### config.mk
export PLATFORM = sky130hd
export DESIGN_NAME = ttw_ctrl
export DESIGN_NICKNAME = d
export VERILOG_FILES = /design/src/ttw_pkg.sv /design/src/ttw_ctrl.sv
export VERILOG_INCLUDE_DIRS = /design/src /design/src/src
export SDC_FILE = /design/constraint.sdc
export NUM_CORES = 1
export LEC_CHECK = 0
export BUFFER_PORTS_ARGS = -buffer_cell sky130_fd_sc_hd__buf_2
export CAP_MARGIN = 40
export CORE_AREA = 2 2 39 41
export CTS_CLUSTER_SIZE = 14
export DETAILED_ROUTE_END_ITERATION = 10
export DIE_AREA = 0 0 41 43
export PLACE_DENSITY = 0.8
export SYNTH_ARGS = -nofsm -noshare
export SYNTH_HDL_FRONTEND = slang
export SYNTH_SLANG_ARGS = --single-unit
### constraint.sdc
create_clock -name clock -period 2.9 [get_ports clock]
set_input_delay 0.29 -clock clock [delete_from_list [all_inputs] [get_ports clock]]
set_output_delay 0.29 -clock clock [all_outputs]
set_load 0.01 [all_outputs]
### src/text_terminal_writer_unit_assert.svh
// Assertion macros shared by the text terminal writer RTL.
`ifndef TEXT_TERMINAL_WRITER_UNIT_ASSERT_SVH
`define TEXT_TERMINAL_WRITER_UNIT_ASSERT_SVH

// Check that cons holds in the same cycle as ante.
`define TTW_ASSERT_IMP(label, clk, rst, ante, cons, msg) \
   label: assert property (@(posedge clk) disable iff (rst) (ante) |-> (cons)) \
      else $error(msg);

// Check that cons holds in the cycle after ante.
`define TTW_ASSERT_NXT(label, clk, rst, ante, cons, msg) \
   label: assert property (@(posedge clk) disable iff (rst) (ante) |=> (cons)) \
      else $error(msg);

`endif

### src/ttw_pkg.sv
// Package with the widths, codes and controller/datapath types of the text terminal writer.
`default_nettype none

package ttw_pkg;

   // Default screen geometry
   localparam int TTW_COLUMNS = 80;
   localparam int TTW_ROWS    = 25;

   // Field widths
   localparam int MODE_W = 2;
   localparam int CHAR_W = 8;
   localparam int ROW_W  = 5;
   localparam int COL_W  = 7;
   localparam int ATTR_W = 8;
   localparam int CELL_W = CHAR_W + ATTR_W;

   // Operation codes
   localparam logic [MODE_W-1:0] MODE_PUT   = 2'd0;
   localparam logic [MODE_W-1:0] MODE_CLEAR = 2'd1;
   localparam logic [MODE_W-1:0] MODE_READ  = 2'd2;

   // Character and attribute constants
   localparam logic [CHAR_W-1:0] NEWLINE_CODE = 8'd10;
   localparam logic [CHAR_W-1:0] SPACE_CODE   = 8'd32;
   localparam logic [ATTR_W-1:0] RESET_ATTR   = 8'd15;

   typedef enum logic [1:0] {
      PTR_HOLD,
      PTR_ZERO,
      PTR_ROW1,
      PTR_LAST_ROW
   } ttw_ptr_load_type;

   typedef enum logic [2:0] {
      MEM_IDLE,
      MEM_BLANK,
      MEM_COPY,
      MEM_CHAR,
      MEM_READ
   } ttw_mem_op_type;

   typedef enum logic [1:0] {
      CUR_HOLD,
      CUR_NEWLINE,
      CUR_ADVANCE
   } ttw_cur_op_type;

   // Commands from the controller to the datapath
   typedef struct packed {
      logic             capture;
      ttw_ptr_load_type ptr_load;
      logic             ptr_inc;
      ttw_mem_op_type   mem_op;
      logic             blank_reset;
      ttw_cur_op_type   cur_op;
      logic             set_scrolled;
      logic             rsp_load;
   } ttw_cmd_type;

   // Status from the datapath to the controller
   typedef struct packed {
      logic [MODE_W-1:0] mode;
      logic              is_newline;
      logic              last_row;
      logic              wrap_pending;
      logic              ptr_last;
   } ttw_status_type;

endpackage

`default_nettype wire

### src/ttw_ctrl.sv
// Controller of the text terminal writer: sequences writes, scrolls, clears and reads.
`default_nettype none

`include "text_terminal_writer_unit_assert.svh"

module ttw_ctrl import ttw_pkg::*; (
   input  logic           clock,
   input  logic           reset,
   input  logic           req_valid,
   output logic           req_ready,
   output logic           rsp_valid,
   input  logic           rsp_ready,
   input  ttw_status_type status,
   output ttw_cmd_type    cmd
);

   typedef enum logic [3:0] {
      S_INIT,
      S_IDLE,
      S_DISPATCH,
      S_COPY,
      S_GAP,
      S_BLANK,
      S_CHAR,
      S_CLEAR,
      S_DONE
   } state_type;

   state_type state_ff, state_in;
   logic      then_char_ff, then_char_in;
   logic      rsp_valid_ff, rsp_valid_in;
   logic      slot_free;

   assign req_ready = (state_ff == S_IDLE);
   assign rsp_valid = rsp_valid_ff;
   assign slot_free = !rsp_valid_ff || rsp_ready;

   // Next state and commands
   always_comb begin
      state_in     = state_ff;
      then_char_in = then_char_ff;
      cmd          = '0;
      case (state_ff)
         S_INIT: begin
            // Clear the screen to reset blanks
            cmd.mem_op      = MEM_BLANK;
            cmd.blank_reset = 1'b1;
            cmd.ptr_inc     = 1'b1;
            if (status.ptr_last) begin
               state_in = S_IDLE;
            end
         end
         S_IDLE: begin
            if (req_valid) begin
               cmd.capture = 1'b1;
               state_in    = S_DISPATCH;
            end
         end
         S_DISPATCH: begin
            case (status.mode)
               MODE_PUT: begin
                  if (status.is_newline || status.wrap_pending) begin
                     then_char_in = !status.is_newline;
                     if (status.last_row) begin
                        cmd.ptr_load = PTR_ROW1;
                        state_in     = S_COPY;
                     end else begin
                        cmd.cur_op = CUR_NEWLINE;
                        state_in   = status.is_newline ? S_DONE : S_CHAR;
                     end
                  end else begin
                     cmd.mem_op = MEM_CHAR;
                     cmd.cur_op = CUR_ADVANCE;
                     state_in   = S_DONE;
                  end
               end
               MODE_CLEAR: begin
                  cmd.ptr_load = PTR_ZERO;
                  state_in     = S_CLEAR;
               end
               MODE_READ: begin
                  cmd.mem_op = MEM_READ;
                  state_in   = S_DONE;
               end
               default: begin
                  state_in = S_DONE;
               end
            endcase
         end
         S_COPY: begin
            // Move rows up one cell at a time
            cmd.mem_op  = MEM_COPY;
            cmd.ptr_inc = 1'b1;
            if (status.ptr_last) begin
               state_in = S_GAP;
            end
         end
         S_GAP: begin
            // Let the last copy write drain
            cmd.ptr_load = PTR_LAST_ROW;
            state_in     = S_BLANK;
         end
         S_BLANK: begin
            cmd.mem_op  = MEM_BLANK;
            cmd.ptr_inc = 1'b1;
            if (status.ptr_last) begin
               cmd.cur_op       = CUR_NEWLINE;
               cmd.set_scrolled = 1'b1;
               state_in         = then_char_ff ? S_CHAR : S_DONE;
            end
         end
         S_CHAR: begin
            cmd.mem_op = MEM_CHAR;
            cmd.cur_op = CUR_ADVANCE;
            state_in   = S_DONE;
         end
         S_CLEAR: begin
            cmd.mem_op  = MEM_BLANK;
            cmd.ptr_inc = 1'b1;
            if (status.ptr_last) begin
               state_in = S_DONE;
            end
         end
         S_DONE: begin
            // Hold until the result register is free
            if (slot_free) begin
               cmd.rsp_load = 1'b1;
               state_in     = S_IDLE;
            end
         end
         default: begin
            state_in = S_INIT;
         end
      endcase
   end

   assign rsp_valid_in = (rsp_valid_ff && !rsp_ready) || cmd.rsp_load;

   // State and registered outputs
   always_ff @(posedge clock) begin
      if (reset) begin
         state_ff     <= S_INIT;
         then_char_ff <= 1'b0;
         rsp_valid_ff <= 1'b0;
      end else begin
         state_ff     <= state_in;
         then_char_ff <= then_char_in;
         rsp_valid_ff <= rsp_valid_in;
      end
   end

   `TTW_ASSERT_NXT(a_one_item, clock, reset, req_valid && req_ready, !req_ready, "second word accepted while one is at work")
   `TTW_ASSERT_NXT(a_rsp_loaded, clock, reset, cmd.rsp_load, rsp_valid_ff, "result loaded but not shown")
   `TTW_ASSERT_IMP(a_no_rsp_in_init, clock, reset, state_ff == S_INIT, !rsp_valid_ff, "result shown during the clearing pass")

endmodule

`default_nettype wire

==> results of run 1 <==
[worst paths after layout]
kind	start	slack, ns	end	cells past startpoint
worst min register to register	then_char_ff$_SDFFE_PP0P_	0.54	then_char_ff$_SDFFE_PP0P_	2
worst min-delay path	reset	0.29	state_ff[3]$_SDFFE_PP0P_	2
worst max-delay path	state_ff[2]$_SDFFE_PP0P_	0.60	cmd[2]	5
worst max register to register	state_ff[2]$_SDFFE_PP0P_	1.10	state_ff[3]$_SDFFE_PP0P_	5
[state kept, by name, summed over array words and instances (netlist names)]
name / cells
state_ff: 4
rsp_valid: 1
then_char_ff: 1
[power by group]
group,total [mW],switching (mW),internal [mW]
sequential,0.111,0.0201,0.0906
combinational,0.174,0.0969,0.0766
clock,0.0714,0.0249,0.0465
total,0.356,0.142,0.214
[worst reg2reg max path: stages (launching register included)]
cell,delay (ns)
dfxtp_1,0.55
nor2_1,0.21
o211a_1,0.17
o32ai_1,0.47
o21ai_0,0.19
a21oi_1,0.15
[layout make-up]
| type | count | area share |
|---|---|---|
| Multi-Input combinational cell | 67 | 0.597 |
| Sequential cell | 6 | 0.165 |
| Timing Repair Buffer | 23 | 0.158 |
| Clock buffer | 3 | 0.0310 |
| Tap cell | 16 | 0.0275 |
| Inverter | 4 | 0.0207 |
[stage by stage]
| step | util | cell area (um2) | cells | hold slack [ns] |
|---|---|---|---|---|
| final | 0.525 | 727 | 119 | 0.292 |
| after detailed placement | 0.509 | 704 | 116 | 0.533 |
| after floorplan | - | 601 | 82 | 0.359 |
| after CTS | 0.525 | 727 | 119 | 0.285 |
| after global routing | 0.525 | 727 | 119 | 0.299 |
| after global placement | 0.509 | 704 | 116 | 0.534 |
[cell usage in the layout (no fill, tap or decap), types with 2 or more instances in the layout]
cell      netlist  final
a21oi_1         4      4
a211oi_1        3      3
inv_1           4      4
o32ai_1         2      2
buf_2           1     23
o21ai_0         7      7
and3_1          2      2
nor3_1          2      2
a32oi_1         2      2
nor2_1         10     10
clkbuf_4        0      3
xnor2_1         3      3
nor2b_1         6      6
dfxtp_1         6      6
nand2_1         6      6
nand2b_1        2      2
[kinds of logic (layout without fill, tap and decap cells)]
kind of cell / count (synthesis) / after routing
simple gates: 38 / 38
xor+xnor: 3 / 3
buf+inv: 9 / 30
compound gates: 26 / 26
flops: 6 / 6
[layer usage]
metal / up-vias / global-route usage / routed length, um
met1: 310 / 0.234 / 623
met2: 23 / 0.259 / 651
li1: 342 / - / -
met3: 0 / 0.0314 / 84
met4: 0 / 0.0200 / 0
met5: - / 0 / 0
==> metrics.txt, run 1 <==
status completed; critical path class reg -> out; synth top area cells dfxtp_1, nor2_1, nor2b_1; Placement Rows 14; # diodes 0; Post-synth EDFFs 0; Total GRT Usage 0.165; CTS HTree Levels 1; Clock Skew 0.00366 ns; CTS max path bufs 2; TritonCTS clock tree yes; Simple-Gate Fraction of Synth Area 0.392; Hold Buf Count CTS 0; nature of the critical path endpoint primary output; Layout area overhead 21.0%; number of global-route vias before repair 509; Final nets 115; multi-input logic area 434 um2; IO Port Bufs 23; vias 675; leading area contributor after synthesis dfxtp_1; post-layout total power 0.356 mW; largest family of logic cells by synthesized area simple AND/OR/NAND/NOR gates; Min Clock Period, post-route 2.30 ns; core area 1380 um2; Die W 41 um; Hold Vio Cnt, Final 0; Seq cells post-synth 6; Boundary Pins 24; CTS clk-pin slew, worst paths 0.04 ns; clock sinks 6; Worst-Skew Late Latency 0.23 ns; synth warn 0; initial antenna violation count 0; max_slew headroom 0.668; Top FF cell, synth dfxtp_1; Root Driver clkbuf_4; Crit Path Max Fanout 13; Register Area 120 um2; VDD IR-drop max 0.222 mV; total CTS buffers 3; most common cell in the netlist nor2_1; Finish-stage setup viols 0; Fmax 435 MHz; Final ANT Viol Nets 0; top cells by count, synth nor2_1, o21ai_0, dfxtp_1, nand2_1, nor2b_1; register area share after synthesis 0.200; Lkg Pwr 0.337 nW; DR pass1 iterations 4; xor and xnor fraction of the mapped netlist area 0.0438; post-synthesis mux area share 0; power density cells 489 nW/um2; Req. time, crit path 2.61 ns; adder-cell share of the synthesized area 0; crit-path cells or4b_1 -> nor3_4 -> o21ai_0 -> o21bai_1 -> buf_2; Setup TNS 0 ns; Tightest Pin Transition 0.497 ns; Wirelength per Cell 11.4 um; Setup WS pre-CTS 0.846 ns; CP startpoint kind flip-flop; die footprint 1760 um2; GR Overflow Total 0; 1st-iter DRT viols 11; layout cell share with drive strength beyond 1 0.282; Compound-Gate Fraction of Synth Area 0.288; Final WS setup 0.601 ns; first-pass GRT wire length 2100 um; period utilization 0.793; largest net degree at the start of global routing 14; CP top delay family simple AND/OR/NAND/NOR gates; Via-to-Cell Ratio 5.67; Cell Area, Synth 601 um2; DR DRC count 0; Distinct cells, synth 37; CP max-delay cell or4b_1; Yosys top cell area share 0.200; Hold Path Class in -> reg; Async SR Flop Fraction 0; setup bufs post-CTS 0; layout filler cell count 159; hpwl dp 1110 um; Mapped Cells 82; Initial Util 0.434; worst path bufs/invs 1; gpl congestion 0.797; max-cap violations 0; worst endpoint data arrival time 2.01 ns; fin. max-slew vios 0; DIE HEIGHT 43 um; max incr delay on CP 0.72 ns; RSZ-0062 raised after global routing false; Post-CTS Resized 0; Detailed Route WL 1360 um; syn nets 92; mean post-synth cell area 7.32 um2
Note: power is estimated with default switching activity, not from simulation.
==> run 2: changes to the inputs <==
- ABC_AREA: default -> 1
- CORE_AREA: 2 2 39 41 -> default
- CORE_MARGIN: default -> 2
- CORE_UTILIZATION: default -> 46
- DIE_AREA: 0 0 41 43 -> default
- PLACE_DENSITY: 0.8 -> 0.81
- clock period: 2.9 -> 2.2 ns (I/O delays scaled with it)
==> run 2 against run 1 <==
  * Worst setup slack got worse by 0.12 ns
  * Power is 110% higher
  * Global-route usage increased by 6.5 points
  * Sequential cell count is the same
  * First-iteration DRC count stayed put
  * Critical path type unchanged
  * Critical endpoint unchanged
==> metrics.txt, run 2 <==
Detailed Route WL 1510 um (was 1360 um); # diodes 0 (unchanged); status completed (unchanged); first-pass GRT wire length 2480 um (was 2100 um); DIE HEIGHT 40.6 um (was 43 um); power density cells 958 nW/um2 (was 489 nW/um2); Clock Skew 0.00304 ns (was 0.00366 ns); Total GRT Usage 0.230 (was 0.165); Async SR Flop Fraction 0 (unchanged); Root Driver clkbuf_4 (unchanged); largest net degree at the start of global routing 7 (was 14); leading area contributor after synthesis dfxtp_1 (unchanged); vias 798 (was 675); Req. time, crit path 1.98 ns (was 2.61 ns); Crit Path Max Fanout 6 (was 13); Via-to-Cell Ratio 5.05 (was 5.67); 1st-iter DRT viols 11 (unchanged); top cells by count, synth nand2_1, nor2_1, inv_1 (was nor2_1, o21ai_0, dfxtp_1, nand2_1, nor2b_1); Boundary Pins 24 (unchanged); Tightest Pin Transition 0.243 ns (was 0.497 ns); Post-synth EDFFs 0 (unchanged); Seq cells post-synth 6 (unchanged); most common cell after layout, fill and taps aside nand2_1 (was buf_2); IO Port Bufs 23 (unchanged); Wirelength per Cell 9.55 um (was 11.4 um); setup bufs post-CTS 0 (unchanged); CP startpoint kind flip-flop (unchanged); mean post-synth cell area 5.26 um2 (was 7.32 um2); critical path class reg -> out (unchanged); Final nets 155 (was 115); layout cell share with drive strength beyond 1 0.301 (was 0.282); period utilization 0.783; Placement Rows 13 (was 14); Min Clock Period, post-route 1.72 ns; Top reg by flops state_ff (unchanged); Initial Util 0.485 (was 0.434); Die W 40.6 um (was 41 um); nature of the critical path endpoint primary output (unchanged); Worst-Skew Late Latency 0.23 ns (about the same); DR pass1 iterations 5 (was 4); most frequent cells in the layout nand2_1, buf_2, nor2_1 (was buf_2, nor2_1, o21ai_0); CTS clk-pin slew, worst paths 0.04 ns (about the same); CTS max path bufs 2 (unchanged); Cell Area, Synth 616 um2 (was 601 um2); Mapped Cells 117 (was 82); Yosys top cell area share 0.195 (was 0.200); number of global-route vias before repair 628 (was 509); fin. max-slew vios 0 (unchanged); max-cap violations 0 (unchanged); initial antenna violation count 0 (unchanged); RSZ-0062 raised after global routing false (unchanged); die footprint 1650 um2 (was 1760 um2); Fmax 580 MHz; most common cell in the netlist nand2_1 (was nor2_1); synth warn 0 (unchanged); hold slack 0.214 ns (was 0.292 ns); Hold Buf Count CTS 0 (unchanged); CTS HTree Levels 1 (unchanged); max_slew headroom 0.837 (was 0.668); syn nets 127 (was 92); core area 1270 um2 (was 1380 um2); DR DRC count 0 (unchanged); TritonCTS clock tree yes (unchanged); max reg flops 4 (unchanged); GR Overflow Total 0 (unchanged); Top FF cell, synth dfxtp_1 (unchanged); Finish-stage setup viols 0 (unchanged); total CTS buffers 3 (unchanged); register area share after synthesis 0.195 (was 0.200); Setup TNS 0 ns (unchanged); VDD IR-drop max 0.586 mV (was 0.222 mV); Final ANT Viol Nets 0 (unchanged); Lkg Pwr 0.427 nW (was 0.337 nW); Hold Path Class in -> reg (unchanged); Layout area overhead 25.4% (was 21.0%); hpwl dp 1310 um (was 1110 um); gpl congestion 0.912 (was 0.797); layout filler cell count 141 (was 159); clock sinks 6 (unchanged); Hold Vio Cnt, Final 0 (unchanged); Distinct cells, synth 16 (was 37); worst endpoint data arrival time 1.50 ns (was 2.01 ns); synth top area cells dfxtp_1, nand2_1, nor2_1 (was dfxtp_1, nor2_1, nor2b_1); Post-CTS Resized 0 (unchanged)
run 2: cell count changes after synthesis, sizes merged, moves of 3 or more:
cell / before / now
nor2b: 6 / 0
xnor2: 3 / 0
nand2: 6 / 38
nor2: 10 / 26
nand3: 0 / 13
inv: 4 / 21
o21ai: 8 / 3
buf: 4 / 0
run 2: cell families (layout without fill, tap and decap cells):
kind of cell           count (synthesis)  after routing  share of synthesized area
flip-flops                             6              6                      0.195
buffers and inverters                 21             47                      0.128
AND/OR/NAND/NOR                       80             80                      0.581
AO/OA/AOI/OAI                         10             10                     0.0955
run 2: area by class of cell:
class / instances / area, um2 / area share
Multi-Input combinational cell: 90 / 417 / 0.540
Timing Repair Buffer: 23 / 115 / 0.149
Inverter: 21 / 78.8 / 0.102
Clock buffer: 3 / 22.5 / 0.0292
Sequential cell: 6 / 120 / 0.156
Tap cell: 15 / 18.8 / 0.0243
run 2: critical path: stages, from the launching register on:
cell and delay (ns):
dfxtp_1 0.43, inv_1 0.11, nor2_1 0.10, nand2_1 0.12, nor2_1 0.22, nand2_1 0.08
o21ai_0 0.07, buf_2 0.15
run 2: worst paths after layout:
kind,from,to,slack (ns),cells after the start
setup / recovery,state_ff[1]$_SDFFE_PP0P_,cmd[2],0.48,7
hold / removal,reset,state_ff[2]$_SDFFE_PP0P_,0.21,2
setup reg to reg,state_ff[1]$_SDFFE_PP0P_,then_char_ff$_SDFFE_PP0P_,0.92,6
hold reg to reg,state_ff[2]$_SDFFE_PP0P_,state_ff[2]$_SDFFE_PP0P_,0.53,2
run 2: power by group:
group | leakage [nW] | internal, mW | total, mW | switching [mW]
registers | 0.0488 | 0.132 | 0.167 | 0.0346
clock network | 0.0138 | 0.0612 | 0.0940 | 0.0328
logic | 0.365 | 0.175 | 0.479 | 0.303
total | 0.427 | 0.368 | 0.739 | 0.371
run 2: through the flow:
step / total power, mW / utilization / setup WS [ns] / instance area (um2) / cells
after global routing: 0.833 / 0.608 / 0.247 / 772 / 158
after detailed placement: 0.650 / 0.591 / 0.735 / 749 / 155
after floorplan: 0.504 / - / 0.965 / 616 / 117
after global placement: 0.636 / 0.591 / 0.777 / 749 / 155
final: 0.739 / 0.608 / 0.477 / 772 / 158
after CTS: 0.746 / 0.608 / 0.475 / 772 / 158
run 2: layer usage:
metal	vias to the layer above	wire length (um)	global-route usage	share of wire
met3	2	80	0.0333	0.053
met4	0	14	0.117	0.0093
met1	344	660	0.287	0.44
met5	-	0	0	0
met2	31	753	0.377	0.50
li1	421	-	-	-
==> run 3: changes to the inputs <==
- ABC_AREA: 1 -> 0
- clock period: 2.2 -> 1.6 ns (I/O delays scaled with it)
==> run 3 against run 2 <==
  * The flow now finishes with violations (negative setup slack)
  * Critical endpoint unchanged
  * Final area grew 13%
  * First-iteration DRC count grew 100%
  * Power grew 5.7%
  * Final cell count shrank 18%
  * Sequential cell count is the same
  * Largest power group unchanged
  * Largest cell class unchanged
  * Count of clock-buffer cells in the layout is the same
==> metrics.txt, run 3 (same netlist as run 1, synthesis figures left out) <==
status finished with violations (was completed); failing checks negative setup slack; clock sinks 6 (unchanged); gpl congestion 0.885 (was 0.912); power density cells 897 nW/um2 (was 958 nW/um2); R2R Path Start state_ff[3]$_SDFFE_PP0P_ (was state_ff[1]$_SDFFE_PP0P_); Clock Skew 0.00763 ns (was 0.00304 ns); sequential share of power 0.221 (was 0.225); Hold Startpoint reset (unchanged); clock network power share 0.176 (was 0.127); Initial Util 0.480 (was 0.485); Crit Path Max Fanout 3 (was 6); Hold Path Class in -> reg (unchanged); switching power total 0.309 mW (was 0.371 mW); Via-to-Cell Ratio 5.81 (was 5.05); Top reg by flops state_ff (unchanged); Fmax 549 MHz; 1st-iter DRT viols 22 (was 11); Setup TNS -1.25 ns (was 0 ns); largest net degree at the start of global routing 13 (was 7); Placement Rows 13 (unchanged); CP startpoint kind flip-flop (unchanged); Non-Filler Instances 130 (was 158); CP max-delay cell or4b_4 (was dfxtp_1); core area 1250 um2 (was 1270 um2); RSZ-0062 raised after global routing true (was false); DIE HEIGHT 40.1 um (was 40.6 um); most frequent cells in the layout buf_2, buf_4, nor2_1 (was nand2_1, buf_2, nor2_1); placed cell count 126 (was 155); Layout area overhead 45.0% (was 25.4%); Detailed Route WL 1920 um (was 1510 um); CTS HTree Levels 1 (unchanged); Worst-Skew Late Latency 0.24 ns (was 0.23 ns); DR DRC count 0 (unchanged); vias 755 (was 798); Req. time, crit path 1.44 ns (was 1.98 ns); CTS max path bufs 2 (unchanged); Logic pwr share 0.603 (was 0.648); Min Clock Period, post-route 1.82 ns; Finish-stage setup viols 8 (was 0); total CTS buffers 3 (unchanged); # diodes 0 (unchanged); fin. max-slew vios 0 (unchanged); period utilization 1.14; WHS Path Cells 2 (unchanged); Boundary Pins 24 (unchanged); Wirelength per Cell 14.8 um (was 9.55 um); max_slew headroom 0.722 (was 0.837); first-pass GRT wire length 2570 um (was 2480 um); crit-path cells or4b_4 -> nor3_4 -> o21ai_2 -> o21bai_1 -> buf_2 (was inv_1 -> nor2_1 -> nand2_1 -> nor2_1 -> nand2_1 -> o21ai_0 -> buf_2); Final WS setup -0.222 ns (was 0.477 ns); TritonCTS clock tree yes (unchanged); die footprint 1610 um2 (was 1650 um2); max reg flops 4 (unchanged); worst endpoint data arrival time 1.66 ns (was 1.50 ns); IO Port Bufs 23 (unchanged); GR Overflow Total 0 (unchanged); Hold EP then_char_ff$_SDFFE_PP0P_ (was state_ff[2]$_SDFFE_PP0P_); Critical path origin state_ff[3]$_SDFFE_PP0P_ (was state_ff[1]$_SDFFE_PP0P_); Worst R2R Path Depth 6 (unchanged); Hold Vio Cnt, Final 0 (unchanged); hpwl dp 1350 um (was 1310 um); VDD IR-drop max 0.544 mV (was 0.586 mV); max-cap violations 0 (unchanged); max incr delay on CP 0.56 ns (was 0.43 ns); nature of the critical path endpoint primary output (unchanged); Die W 40.1 um (was 40.6 um); Final nets 127 (was 155); layout cell share with drive strength beyond 1 0.452 (was 0.301); Root Driver clkbuf_4 (unchanged); Tightest Pin Transition 0.415 ns (was 0.243 ns); number of global-route vias before repair 636 (was 628); critical path class reg -> out (unchanged); DR pass1 iterations 4 (was 5); Total GRT Usage 0.243 (was 0.230); CTS clk-pin slew, worst paths 0.05 ns (was 0.04 ns); flop2flop setup slack -0.03 ns (was 0.92 ns); Final ANT Viol Nets 0 (unchanged); Hold Buf Count CTS 0 (unchanged); capturing point of the worst reg2reg path state_ff[1]$_SDFFE_PP0P_ (was then_char_ff$_SDFFE_PP0P_); internal power 0.473 mW (was 0.368 mW); Net Sw Frac 0.395 (was 0.502); Lkg Pwr 0.410 nW (was 0.427 nW); most common cell after layout, fill and taps aside buf_2 (was nand2_1); initial antenna violation count 0 (unchanged)
run 3: cell count changes in the layout (fill, tap and decap cells not counted), moves of 4 or more:
cell     delta
buf_4      +11
inv_1      -13
inv_2       -4
nand2_1    -25
nand2_2     -7
nand3_1    -13
nor2_1     -12
nor2b_1     +5
run 3: worst max path at each step:
stage                                          end  slack (ns)  cells after the start
after floorplan                             cmd[2]       -0.04                      6
after global placement                      cmd[2]      -0.002                      5
after detailed placement  state_ff[2]$_SDFFE_PP0P_       -0.03                      6
after CTS                                   cmd[2]       -0.23                      5
after global routing                        cmd[5]       -0.31                      5
final                                       cmd[2]       -0.22                      5
run 3: power by group through the flow:
stage	combinational, mW	clock [mW]	sequential, mW
floorplan	0.256	0	0.171
global placement	0.411	0	0.173
detailed placement	0.422	0	0.174
CTS	0.438	0.146	0.172
global route	0.514	0.157	0.173
finish	0.471	0.138	0.172
run 3: through the flow:
step	utilization	setup slack (ns)	power, mW	hold WS, ns	instance area [um2]
after detailed placement	0.627	-0.0317	0.596	0.416	786
after floorplan	-	-0.0436	0.426	0.229	601
after CTS	0.667	-0.226	0.756	0.151	836
after global placement	0.627	-0.00242	0.584	0.408	786
final	0.695	-0.222	0.781	0.162	871
after global routing	0.695	-0.313	0.845	0.166	871
run 3: worst max-delay path: cells and delay by family, from the launching register on:
family / cells / cell delay [ns]
and+or+nand+nor: 2 / 0.75
AOI/OAI and AO/OA: 2 / 0.22
buffers and inverters: 1 / 0.14
DFF: 1 / 0.31
run 3: cell type report:
| class | instances | area (um2) |
|---|---|---|
| Multi-Input combinational cell | 67 | 484 |
| Fill cell | 107 | 382 |
| Timing Repair Buffer | 35 | 209 |
| Sequential cell | 6 | 121 |
| Clock buffer | 3 | 22.5 |
| Tap cell | 15 | 18.8 |
| Inverter | 4 | 15.0 |
run 3: routing by layer:
metal,vias up,GRT usage,share of wire
met4,0,0.138,0.025
met1,346,0.294,0.41
met2,32,0.395,0.50
li1,369,-,-
met3,8,0.0500,0.067
met5,-,0,0
run 3: what timing repair did:
item,CTS,global route
buffers inserted,1,1
gates resized for setup,5,9
gates cloned,0,0
hold endpoints to repair,0,0
endpoints found under the setup margin,10,13
pin swaps,2,5
